==> src/rtl/sec_pkg.sv <==
// shared types, constants and pair conversion functions for the shift-jis / euc-jp converter
// no dependencies
package sec_pkg;

    localparam int QDepth = 4;
    localparam int QAw    = $clog2(QDepth);
    localparam int QCw    = $clog2(QDepth + 1);

    localparam logic DirSjisToEuc = 1'b0;
    localparam logic DirEucToSjis = 1'b1;

    localparam logic [7:0] SpaceByte = 8'h20;
    localparam logic [7:0] HighBit   = 8'h80;
    localparam logic [7:0] LowMask   = 8'h7f;

    // one queued job: one or two result bytes from one input transaction
    typedef struct packed {
        logic       two;
        logic [7:0] b0;
        logic [7:0] b1;
        logic       eos;
    } t_job;

    // shift-jis pair to jis pair, 8-bit wrapping
    function automatic logic [15:0] sj_to_jis(input logic [7:0] hi, input logic [7:0] lo);
        logic [7:0] h;
        logic [7:0] l;
        begin
            if (hi <= 8'h9f) begin
                h = hi - 8'h70;
            end else begin
                h = hi - 8'hb0;
            end
            h = {h[6:0], 1'b0};
            if (lo >= 8'h9f) begin
                l = lo - 8'h7e;
            end else begin
                h = h - 8'h01;
                if (lo >= 8'h80) begin
                    l = lo - 8'h20;
                end else begin
                    l = lo - 8'h1f;
                end
            end
            return {h, l};
        end
    endfunction

    // jis pair (bit 7 clear) to shift-jis pair, 8-bit wrapping
    function automatic logic [15:0] jis_to_sj(input logic [7:0] hi, input logic [7:0] lo);
        logic [7:0] h;
        logic [7:0] l;
        begin
            if (hi[0]) begin
                l = lo + 8'h1f;
            end else begin
                l = lo + 8'h7d;
            end
            if (l >= 8'h7f) begin
                l = l + 8'h01;
            end
            if (hi >= 8'h5f) begin
                h = hi - 8'h5f;
                h = {1'b0, h[7:1]} + 8'he0;
            end else begin
                h = hi - 8'h21;
                h = {1'b0, h[7:1]} + 8'h81;
            end
            return {h, l};
        end
    endfunction

endpackage

==> src/rtl/sec_front.sv <==
// front end: accepts input bytes, tracks the pending lead byte and builds result jobs
// depends on sec_pkg
module sec_front (
    input  logic          i_clk,
    input  logic          i_rst_n,
    input  logic          i_direction,
    input  logic          i_accept,
    input  logic [7:0]    i_data_byte,
    input  logic          i_end_of_string,
    output logic          o_push,
    output sec_pkg::t_job o_job
);
    import sec_pkg::*;

    logic       r_pend_valid;
    logic [7:0] r_pend_byte;
    logic       n_pend_valid;
    logic [7:0] n_pend_byte;
    logic       job_valid;
    logic       is_lead;
    logic [15:0] sj_pair;
    logic [15:0] euc_pair;

    assign is_lead  = ((i_data_byte >= 8'h81) && (i_data_byte <= 8'h9f))
                    || (i_data_byte >= 8'he0);
    assign sj_pair  = sj_to_jis(r_pend_byte, i_data_byte);
    assign euc_pair = jis_to_sj(r_pend_byte & LowMask, i_data_byte & LowMask);

    always_comb begin
        n_pend_valid = r_pend_valid;
        n_pend_byte  = r_pend_byte;
        job_valid    = 1'b0;
        o_job.two    = 1'b0;
        o_job.b0     = i_data_byte;
        o_job.b1     = i_data_byte;
        o_job.eos    = i_end_of_string;
        if (i_direction == DirSjisToEuc) begin
            if (r_pend_valid) begin
                n_pend_valid = 1'b0;
                job_valid    = 1'b1;
                o_job.two    = 1'b1;
                o_job.b0     = sj_pair[15:8] | HighBit;
                o_job.b1     = sj_pair[7:0] | HighBit;
            end else if (is_lead) begin
                if (i_end_of_string) begin
                    job_valid = 1'b1;
                    o_job.b0  = SpaceByte;
                end else begin
                    n_pend_valid = 1'b1;
                    n_pend_byte  = i_data_byte;
                end
            end else begin
                job_valid = 1'b1;
            end
        end else begin
            if (r_pend_valid) begin
                n_pend_valid = 1'b0;
                job_valid    = 1'b1;
                o_job.two    = 1'b1;
                if (i_data_byte[7]) begin
                    o_job.b0 = euc_pair[15:8];
                    o_job.b1 = euc_pair[7:0];
                end else begin
                    o_job.b0 = r_pend_byte;
                    o_job.b1 = i_data_byte;
                end
            end else if (i_data_byte[7] && !i_end_of_string) begin
                n_pend_valid = 1'b1;
                n_pend_byte  = i_data_byte;
            end else begin
                job_valid = 1'b1;
            end
        end
    end

    assign o_push = i_accept && job_valid;

    always_ff @(posedge i_clk) begin
        if (!i_rst_n) begin
            r_pend_valid <= 1'b0;
            r_pend_byte  <= '0;
        end else if (i_accept) begin
            r_pend_valid <= n_pend_valid;
            r_pend_byte  <= n_pend_byte;
        end
    end

endmodule

==> src/rtl/sec_queue.sv <==
// short job queue between front and back ends
// depends on sec_pkg
module sec_queue (
    input  logic          i_clk,
    input  logic          i_rst_n,
    input  logic          i_push,
    input  sec_pkg::t_job i_job,
    output logic          o_full,
    input  logic          i_pop,
    output logic          o_valid,
    output sec_pkg::t_job o_job
);
    import sec_pkg::*;

    t_job           r_mem [QDepth];
    logic [QAw-1:0] r_wptr;
    logic [QAw-1:0] r_rptr;
    logic [QCw-1:0] r_count;

    assign o_full  = (r_count == QCw'(QDepth));
    assign o_valid = (r_count != '0);
    assign o_job   = r_mem[r_rptr];

    always_ff @(posedge i_clk) begin
        if (i_push) begin
            r_mem[r_wptr] <= i_job;
        end
    end

    always_ff @(posedge i_clk) begin
        if (!i_rst_n) begin
            r_wptr  <= '0;
            r_rptr  <= '0;
            r_count <= '0;
        end else begin
            if (i_push) begin
                r_wptr <= r_wptr + 1'b1;
            end
            if (i_pop) begin
                r_rptr <= r_rptr + 1'b1;
            end
            if (i_push && !i_pop) begin
                r_count <= r_count + 1'b1;
            end else if (i_pop && !i_push) begin
                r_count <= r_count - 1'b1;
            end
        end
    end

endmodule

==> src/rtl/sec_back.sv <==
// back end: splits jobs into single bytes and drives the output register
// depends on sec_pkg
module sec_back (
    input  logic          i_clk,
    input  logic          i_rst_n,
    input  logic          i_q_valid,
    input  sec_pkg::t_job i_q_job,
    output logic          o_pop,
    output logic          o_valid,
    input  logic          i_ready,
    output logic [7:0]    o_out_byte,
    output logic          o_run_end,
    output logic          o_string_end
);
    import sec_pkg::*;

    logic       r_out_valid;
    logic [7:0] r_out_byte;
    logic       r_run_end;
    logic       r_string_end;
    logic       r_hold_valid;
    logic [7:0] r_hold_byte;
    logic       r_hold_eos;

    logic       n_out_valid;
    logic [7:0] n_out_byte;
    logic       n_run_end;
    logic       n_string_end;
    logic       n_hold_valid;
    logic [7:0] n_hold_byte;
    logic       n_hold_eos;
    logic       out_free;

    assign out_free = !r_out_valid || i_ready;
    assign o_pop    = out_free && !r_hold_valid && i_q_valid;

    always_comb begin
        n_out_valid  = r_out_valid;
        n_out_byte   = r_out_byte;
        n_run_end    = r_run_end;
        n_string_end = r_string_end;
        n_hold_valid = r_hold_valid;
        n_hold_byte  = r_hold_byte;
        n_hold_eos   = r_hold_eos;
        if (out_free) begin
            if (r_hold_valid) begin
                // second byte of a pair
                n_out_valid  = 1'b1;
                n_out_byte   = r_hold_byte;
                n_run_end    = 1'b1;
                n_string_end = r_hold_eos;
                n_hold_valid = 1'b0;
            end else if (i_q_valid) begin
                n_out_valid  = 1'b1;
                n_out_byte   = i_q_job.b0;
                n_run_end    = !i_q_job.two;
                n_string_end = !i_q_job.two && i_q_job.eos;
                n_hold_valid = i_q_job.two;
                n_hold_byte  = i_q_job.b1;
                n_hold_eos   = i_q_job.eos;
            end else begin
                n_out_valid = 1'b0;
            end
        end
    end

    always_ff @(posedge i_clk) begin
        if (!i_rst_n) begin
            r_out_valid  <= 1'b0;
            r_hold_valid <= 1'b0;
        end else begin
            r_out_valid  <= n_out_valid;
            r_hold_valid <= n_hold_valid;
        end
    end

    always_ff @(posedge i_clk) begin
        r_out_byte   <= n_out_byte;
        r_run_end    <= n_run_end;
        r_string_end <= n_string_end;
        r_hold_byte  <= n_hold_byte;
        r_hold_eos   <= n_hold_eos;
    end

    assign o_valid      = r_out_valid;
    assign o_out_byte   = r_out_byte;
    assign o_run_end    = r_run_end;
    assign o_string_end = r_string_end;

endmodule

==> src/rtl/sjis_euc_stream_converter.sv <==
// shift-jis / euc-jp byte stream converter, top level
// depends on sec_pkg, sec_front, sec_queue, sec_back
//
// converts a byte stream between shift-jis and euc-jp; i_cfg_wdata written with
// i_cfg_we selects the direction (0: shift-jis to euc-jp, 1: euc-jp to shift-jis),
// and should only change while the block is idle. the input side takes one byte
// per cycle as long as the four-entry job queue has room; the output register
// sends one byte per cycle while i_ready is high. a lead byte produces nothing
// on its own and its trailing byte produces two, so mixed text runs at one
// input byte per cycle; every two-byte result follows a held byte that gave
// nothing, so the single output port keeps pace with the input. the first
// result passes through the job queue and the output register before it is
// presented. run_end marks the last byte from one input transaction, string_end
// that byte when the input carried end of string.
module sjis_euc_stream_converter (
    input  logic       i_clk,
    input  logic       i_rst_n,
    input  logic       i_cfg_we,
    input  logic       i_cfg_wdata,
    input  logic       i_valid,
    output logic       o_ready,
    input  logic [7:0] i_data_byte,
    input  logic       i_end_of_string,
    output logic       o_valid,
    input  logic       i_ready,
    output logic [7:0] o_out_byte,
    output logic       o_run_end,
    output logic       o_string_end
);
    import sec_pkg::*;

    // direction register, reset to shift-jis to euc-jp
    logic r_direction;

    logic q_full;
    logic q_valid;
    logic q_pop;
    logic push;
    logic accept;
    t_job front_job;
    t_job q_job;

    always_ff @(posedge i_clk) begin
        if (!i_rst_n) begin
            r_direction <= DirSjisToEuc;
        end else if (i_cfg_we) begin
            r_direction <= i_cfg_wdata;
        end
    end

    // front stalls only on a full queue
    assign o_ready = !q_full;
    assign accept  = i_valid && o_ready;

    sec_front u_front (
        .i_clk           (i_clk),
        .i_rst_n         (i_rst_n),
        .i_direction     (r_direction),
        .i_accept        (accept),
        .i_data_byte     (i_data_byte),
        .i_end_of_string (i_end_of_string),
        .o_push          (push),
        .o_job           (front_job)
    );

    sec_queue u_queue (
        .i_clk   (i_clk),
        .i_rst_n (i_rst_n),
        .i_push  (push),
        .i_job   (front_job),
        .o_full  (q_full),
        .i_pop   (q_pop),
        .o_valid (q_valid),
        .o_job   (q_job)
    );

    sec_back u_back (
        .i_clk        (i_clk),
        .i_rst_n      (i_rst_n),
        .i_q_valid    (q_valid),
        .i_q_job      (q_job),
        .o_pop        (q_pop),
        .o_valid      (o_valid),
        .i_ready      (i_ready),
        .o_out_byte   (o_out_byte),
        .o_run_end    (o_run_end),
        .o_string_end (o_string_end)
    );

endmodule

==> config.mk <==
export PLATFORM = sky130hd
export DESIGN_NAME = sjis_euc_stream_converter
export DESIGN_NICKNAME = d
export VERILOG_FILES = /design/src/rtl/sec_pkg.sv /design/src/rtl/sec_front.sv /design/src/rtl/sec_queue.sv /design/src/rtl/sec_back.sv /design/src/rtl/sjis_euc_stream_converter.sv
export SDC_FILE = /design/constraint.sdc
export NUM_CORES = 1
export LEC_CHECK = 0
export BUFFER_PORTS_ARGS = -buffer_cell sky130_fd_sc_hd__buf_2
export CORE_ASPECT_RATIO = 0.6
export CORE_MARGIN = 4
export CORE_UTILIZATION = 45
export DETAILED_ROUTE_END_ITERATION = 10
export PLACE_DENSITY = 0.66
export SLEW_MARGIN = 25
export SYNTH_ARGS = -nofsm -noshare
export SYNTH_HDL_FRONTEND = slang
export SYNTH_SLANG_ARGS = --single-unit
export TNS_END_PERCENT = 5
==> constraint.sdc <==
create_clock -name i_clk -period 6 [get_ports i_clk]
set_input_delay 0.3 -clock i_clk [delete_from_list [all_inputs] [get_ports i_clk]]
set_output_delay 0.3 -clock i_clk [all_outputs]
set_load 0.02 [all_outputs]
==> Yosys cells after proc, flatten, opt, wreduce, memory -nomap -nowiden <==
Memories as Yosys holds them, arrays and structs flattened. A register that Yosys moved wholly into a read port is not among the register bits.
Cells that the tools add are included.
{ "word_totals": {"ff_bits": 38, "ramBits": 72, "in_bits": 15, "out_inout_bits": 12, "word_cells": 117, "mem_count": 1} }
{ "mem_list": {"columns": ["name", "depth", "word_bits", "read_ports", "rd_ports_with_merged_regs", "write_ports", "line_no", "text"], "rows": [
  ["u_queue.r_mem", 4, 18, 1, 1, 1, "sec_queue.sv:15", "t_job r_mem [QDepth];"]
]} }
{ "op_classes": {"addsub": 17, "order_cmp": 8, "n_eq_ne": 3, "mux": 48, "bitwise": 2, "reduce_logical": 25} }
{ "op_table": {"columns": ["op", "n"], "rows": [
  ["$mux W8", 15],
  ["$mux W17", 2],
  ["$ge A8 B8 Y1 const B", 4],
  ["$mux W1", 22],
  ["$mux W7", 3],
  ["$add A7 B8 Y8 const B", 2],
  ["$le A8 B8 Y1 const B", 2],
  ["$mux W16", 1],
  ["$sub A6 B6 Y6 const B", 2],
  ["$logic_and A1 B1 Y1", 9],
  ["$add A7 B5 Y8 const B", 1],
  ["$add A7 B7 Y8 const B", 1],
  ["$add A8 B1 Y8 const B", 1],
  ["$ge A8 B7 Y1 const B", 1],
  ["$sub A7 B6 Y8 const B", 1],
  ["$sub A7 B7 Y8 const B", 1],
  ["$ge A7 B7 Y1 const B", 1],
  ["$logic_not A1 Y1", 7],
  ["$sub A7 B1 Y7 const B", 1],
  ["$sub A7 B5 Y7 const B", 1],
  ["$sub A7 B6 Y7 const B", 1],
  ["$sub A7 B7 Y7 const B", 1],
  ["$mux W3", 2],
  ["$mux W6", 1],
  ["13 further kinds", 20]
]} }

==> Longest topological paths before layout <==
{ "logic_depth": {"word_depth": 11, "depth_mapped": 14} }

==> Modules after synthesis <==
Synthesis repeated with hierarchy kept, for this count alone.
{ "unflattened": {"hier_cells": 499, "area_unflattened_um2": 6174.7} }
{ "by_module_without_submodules": {"columns": ["module", "n_inst", "cells_per_inst", "area_per_inst_um2", "seq_area_each_um2"], "rows": [
  ["sec_queue", 1, 137, 3085.5, 2342.2],
  ["sec_front", 1, 314, 2217.1, 180.2],
  ["sec_back", 1, 43, 825.8, 610.6],
  ["sjis_euc_stream_converter", 1, 5, 46.3, 20.0]
]} }

==> Worst setup path before layout <==
OpenSTA, ideal clock, no wires.
{ "synth_timing": {"path_kind": "in2reg", "startpoint": "input i_data_byte[2]", "endpoint": "register u_queue.r_count[2]", "setup_time_ps": 76, "arrival_time_ps": 2877, "required_time_ps": 5924, "slack_ps": 3047, "path_stages": 12, "n_path_buf": 2, "path_cell_list": "buf_6 or3_4 o31a_1 o31ai_2 and2b_1 buf_6 ha_1 inv_1 fa_1 xor2_1 or3_1 a21boi_0"} }
{ "synth_between": {"elab_chain_cells": 10, "elab_cells_between_ends": 14, "cone_classes": "order compare: 3; mux: 4; reduce/logical: 7"} }
{ "synth_rtl": {"columns": ["element", "line_no", "text"], "rows": [
  ["start: declaration", "sjis_euc_stream_converter.sv:22", "input logic [7:0] i_data_byte,"],
  ["$ge A8 B8 Y1 / $le A8 B8 Y1 (equally long branches)", "sec_front.sv:24", "assign is_lead = ((i_data_byte >= 8'h81) && (i_data_byte <= 8'h9f))"],
  ["$logic_and A1 B1 Y1", "sec_front.sv:24", null],
  ["$logic_or A1 B1 Y1 *", "sec_front.sv:25", "|| (i_data_byte >= 8'he0);"],
  ["$mux W1 *", "sec_front.sv:44", "end else if (is_lead) begin"],
  ["$mux W1 *", "sec_front.sv:38", "if (r_pend_valid) begin"],
  ["$mux W1 *", "sec_front.sv:37", "if (i_direction == DirSjisToEuc) begin"],
  ["$logic_and A1 B1 Y1 *", "sec_front.sv:76", "assign o_push = i_accept && job_valid;"],
  ["named net push", "sjis_euc_stream_converter.sv:38", "logic push;"],
  ["$logic_not A1 Y1", "sec_queue.sv:44", "end else if (i_pop && !i_push) begin"],
  ["$logic_and A1 B1 Y1", "sec_queue.sv:44", null],
  ["$reduce_bool A2 Y1 (no source line)", null, null],
  ["end signal: assignment", "sec_queue.sv:43", "r_count <= r_count + 1'b1;"],
  ["end signal: assignment", "sec_queue.sv:45", "r_count <= r_count - 1'b1;"],
  ["end: declaration", "sec_queue.sv:18", "logic [QCw-1:0] r_count;"]
]} }
Mark *: on every way through the listed nets, which the timed path passes. The rest lies on a longest branch.
A chain may end at the register's enable or synchronous reset.

==> qor.csv <==
stage,metric,value,unit
sta,RSZ-0062 raised after global routing,false,
synth,number of flops mapped to enable cells by yosys,91,
final_layout,fraction of layout cells with a size suffix above 1,0.182,
routing,first-pass iteration count of the detailed router,5,
clock_tree,number of gates resized after CTS,0,
clock_tree,clock buffer count from CTS,9,
final_layout,nets,546,
pwr,Max VDD drop,0.000168,V
synth,yosys warns,0,
floorplan,Ports,27,
global_route,remaining global-route overflow,0,
placement,DP HPWL,9710,um
floorplan,initial core utilization,0.467,
worst_setup_path,reg-to-reg startpoint,u_front.r_pend_byte[0],
clock_tree,clock tree buffer depth,2,
flow_run,Max-cap violations,0,
clock_tree,CTS tree,yes,
worst_setup_path,r2r setup slk,2.56,ns
synth,most numerous cell in the Yosys netlist,edfxtp_1,
final_layout,area delta synth->final,8.17,%
sta,Rel. slew slack,0.356,
floorplan,Die X,158,um
synth,sequential element share of the synthesized area,0.517,
synth,top_reg_cell synth,edfxtp_1,
sta,Final Hold Viols,0,
clock_tree,CTS clock-pin slew for the worst setup and hold paths,0.09,ns
global_route,number of global-route vias before repair,3978,
placement,Port Buffers,26,
sta,period utilization,0.574,
synth,Yosys reg bits,112,
worst_setup_path,Worst Setup End Kind,register,
worst_setup_path,FF-to-FF path depth,8,
final_layout,Sequential cell area,0.00315,mm2
clock_tree,Clock H-tree levels,3,
sta,"Slew Viols, Final",0,
synth,post-synth top area share,0.448,
synth,Async SR Flop Fraction,0,
placement,placed instance area,0.00629,mm2
clock_tree,worst skew pair latency,0.34,ns
run_status,status,"complete, no violations",
pwr,Pleak,2.30,nW
final_layout,# fillers,1137,
clock_tree,Sink Count,112,
routing,drt drc,0,
worst_setup_path,CP arrival,3.53,ns
hold_path,Hold Path Class,input port to register,
global_route,largest net degree at the start of global routing,29,
routing,Routed WL per cell,20.4,um
final_layout,"Design Area, Final",0.00660,mm2
floorplan,full die area,0.0155,mm2
sta,final setup TNS,0,ns
sta,Clock Skews,0.0158,ns
sta,final setup fails,0,
final_layout,Antenna Cells,0,
worst_setup_path,CP startpoint,u_front.r_pend_byte[0],
floorplan,number of cell rows,32,
routing,DRT iter0 DRCs,464,
routing,Final Routed Wirelength,13900,um
sta,maximum clock frequency,0.290,GHz
sta,Worst Tran Pin Value,0.965,ns
synth,Mapped Avg Cell Area,12.2,um2
worst_setup_path,FF-to-FF End,u_queue.r_mem[3][14],
worst_setup_path,kind of critical path,register to register,
placement,GPL Wtd Cong,0.909,
global_route,antenna violations before repair,0,
global_route,Total Routing Usage GR,0.186,
global_route,global-route wire length before repair,22500,um
routing,total number of vias,4110,
synth,post-synthesis net count,540,
routing,Via density,6.03,
floorplan,Core Area,0.0131,mm2
floorplan,Die Y-Extent,98.2,um
synth,Synth Instances,501,
routing,Routed Antenna Nets,0,
worst_setup_path,Critical Path RT,6.08,ns
clock_tree,CTS Root Cell,clkbuf_16,
sta,final worst path period need,3.44,ns
synth,mapped cell area,0.00610,mm2
clock_tree,"Setup Fix Bufs, Post-CTS",0,
worst_setup_path,startpoint type of the worst setup path,register,
synth,Synth area leader,edfxtp_1,
synth,Synth area leaders,"edfxtp_1 (45%), dfxtp_1 (6.9%), mux4_2 (6.6%)",
worst_setup_path,Worst Setup EP,u_queue.r_mem[3][14],
worst_setup_path,CP max FO,14,
synth,Unique masters post-synth,74,
pwr,Power Dens Cells,351,mW/mm2
synth,Post-synth top cells,"edfxtp_1 (91), nand2_1 (29), a21oi_1 (25), ha_1 (22), dfxtp_1 (21)",
final_layout,area of the multi-input gates,0.00270,mm2
clock_tree,hold_buf cts,0,
[critical path, cell delays in order, from the launching register on]
cell and delay (ns):
dfxtp_1 0.48, inv_1 0.30, ha_1 0.39, nor3b_1 0.49, nand4_1 0.15, a221oi_1 0.57, xnor2_1 0.14, a31o_2 0.27
o21ai_1 0.39
[metrics by stage]
step	instances	util	power [mW]	hold WS, ns	setup WS (ns)
after detailed placement	666	0.482	1.75	0.464	2.71
after CTS	682	0.505	2.34	0.205	2.69
after floorplan	501	-	1.56	0.399	3.05
final	682	0.505	2.32	0.211	2.56
after global routing	682	0.505	2.45	0.214	2.36
after global placement	666	0.482	1.74	0.451	2.76
[cell usage in the layout, fill, tap and decap left out, types with 3 or more instances in the layout]
cell / n
nor2_1: 18
a21boi_0: 4
xnor2_1: 14
buf_2: 26
o311ai_0: 3
inv_1: 18
buf_4: 3
o31ai_1: 3
xor2_1: 7
clkbuf_16: 9
a21oi_1: 25
nor4_1: 5
o22ai_1: 3
a22oi_1: 3
or3_1: 5
ha_1: 22
nand2_1: 29
a211oi_1: 6
mux2i_1: 14
nor2b_1: 17
edfxtp_1: 91
and2_1: 10
nand4_1: 6
nor3_1: 15
a31oi_1: 5
a221oi_1: 3
nand3_1: 8
mux2_2: 9
nand2b_1: 6
a21o_1: 3
mux4_2: 18
dfxtp_1: 21
o21ai_0: 18
[cell type report]
| cell class | instances | share of cell area |
|---|---|---|
| Multi-Input combinational cell | 336 | 0.410 |
| Clock inverter | 7 | 0.0116 |
| Tap cell | 170 | 0.0323 |
| Timing Repair Buffer | 29 | 0.0231 |
| Sequential cell | 112 | 0.478 |
| Clock buffer | 9 | 0.0341 |
| Inverter | 19 | 0.0108 |
[how the worst min path moves through the flow]
stage                      startpoint                     end  slack (ns)  cells after the start
2_1_floorplan         i_end_of_string     u_queue.r_mem[0][0]        0.40                      0
3_3_place_gp   u_front.r_pend_byte[7]  u_front.r_pend_byte[7]        0.45                      2
3_5_place_dp   u_front.r_pend_byte[7]  u_front.r_pend_byte[7]        0.46                      2
4_1_cts                   i_cfg_wdata             r_direction        0.20                      3
5_1_grt                   i_cfg_wdata             r_direction        0.21                      3
6_report                  i_cfg_wdata             r_direction        0.21                      3
[kinds of logic after synthesis]
group                      Yosys count  share of synthesized area
DFF                                112                      0.517
and+or+nand+nor                    139                      0.123
adders and majority gates           24                     0.0517
xor gates and xnor gates            21                     0.0302
buffers and inverters               53                     0.0408
muxes                               41                      0.106
AOI/OAI and AO/OA                  111                      0.131
[state kept, by name, indices dropped and copies added (netlist names), 2 cells and up, named ones only]
signal and flops:
u_queue.r_count 3, u_front.r_pend_byte 8, u_back.o_out_byte 8, u_back.r_hold_byte 8, u_queue.r_rptr 2, u_queue.r_wptr 2, u_queue.r_mem 72
[layer usage]
layer / share of wire / global-route usage / vias up
li1: - / - / 1921
met1: 0.48 / 0.300 / 1987
met2: 0.42 / 0.257 / 191
met3: 0.085 / 0.0390 / 11
met4: 0.0070 / 0.0341 / 0
met5: 0 / 0 / -
[power by group]
group          internal, mW  total [mW]  switching (mW)
Combinational         0.265       0.620           0.355
Sequential             1.03        1.10          0.0745
Clock                 0.295       0.594           0.299
Total                  1.59        2.32           0.728
No activity file was read; power rests on OpenSTA's default activity.
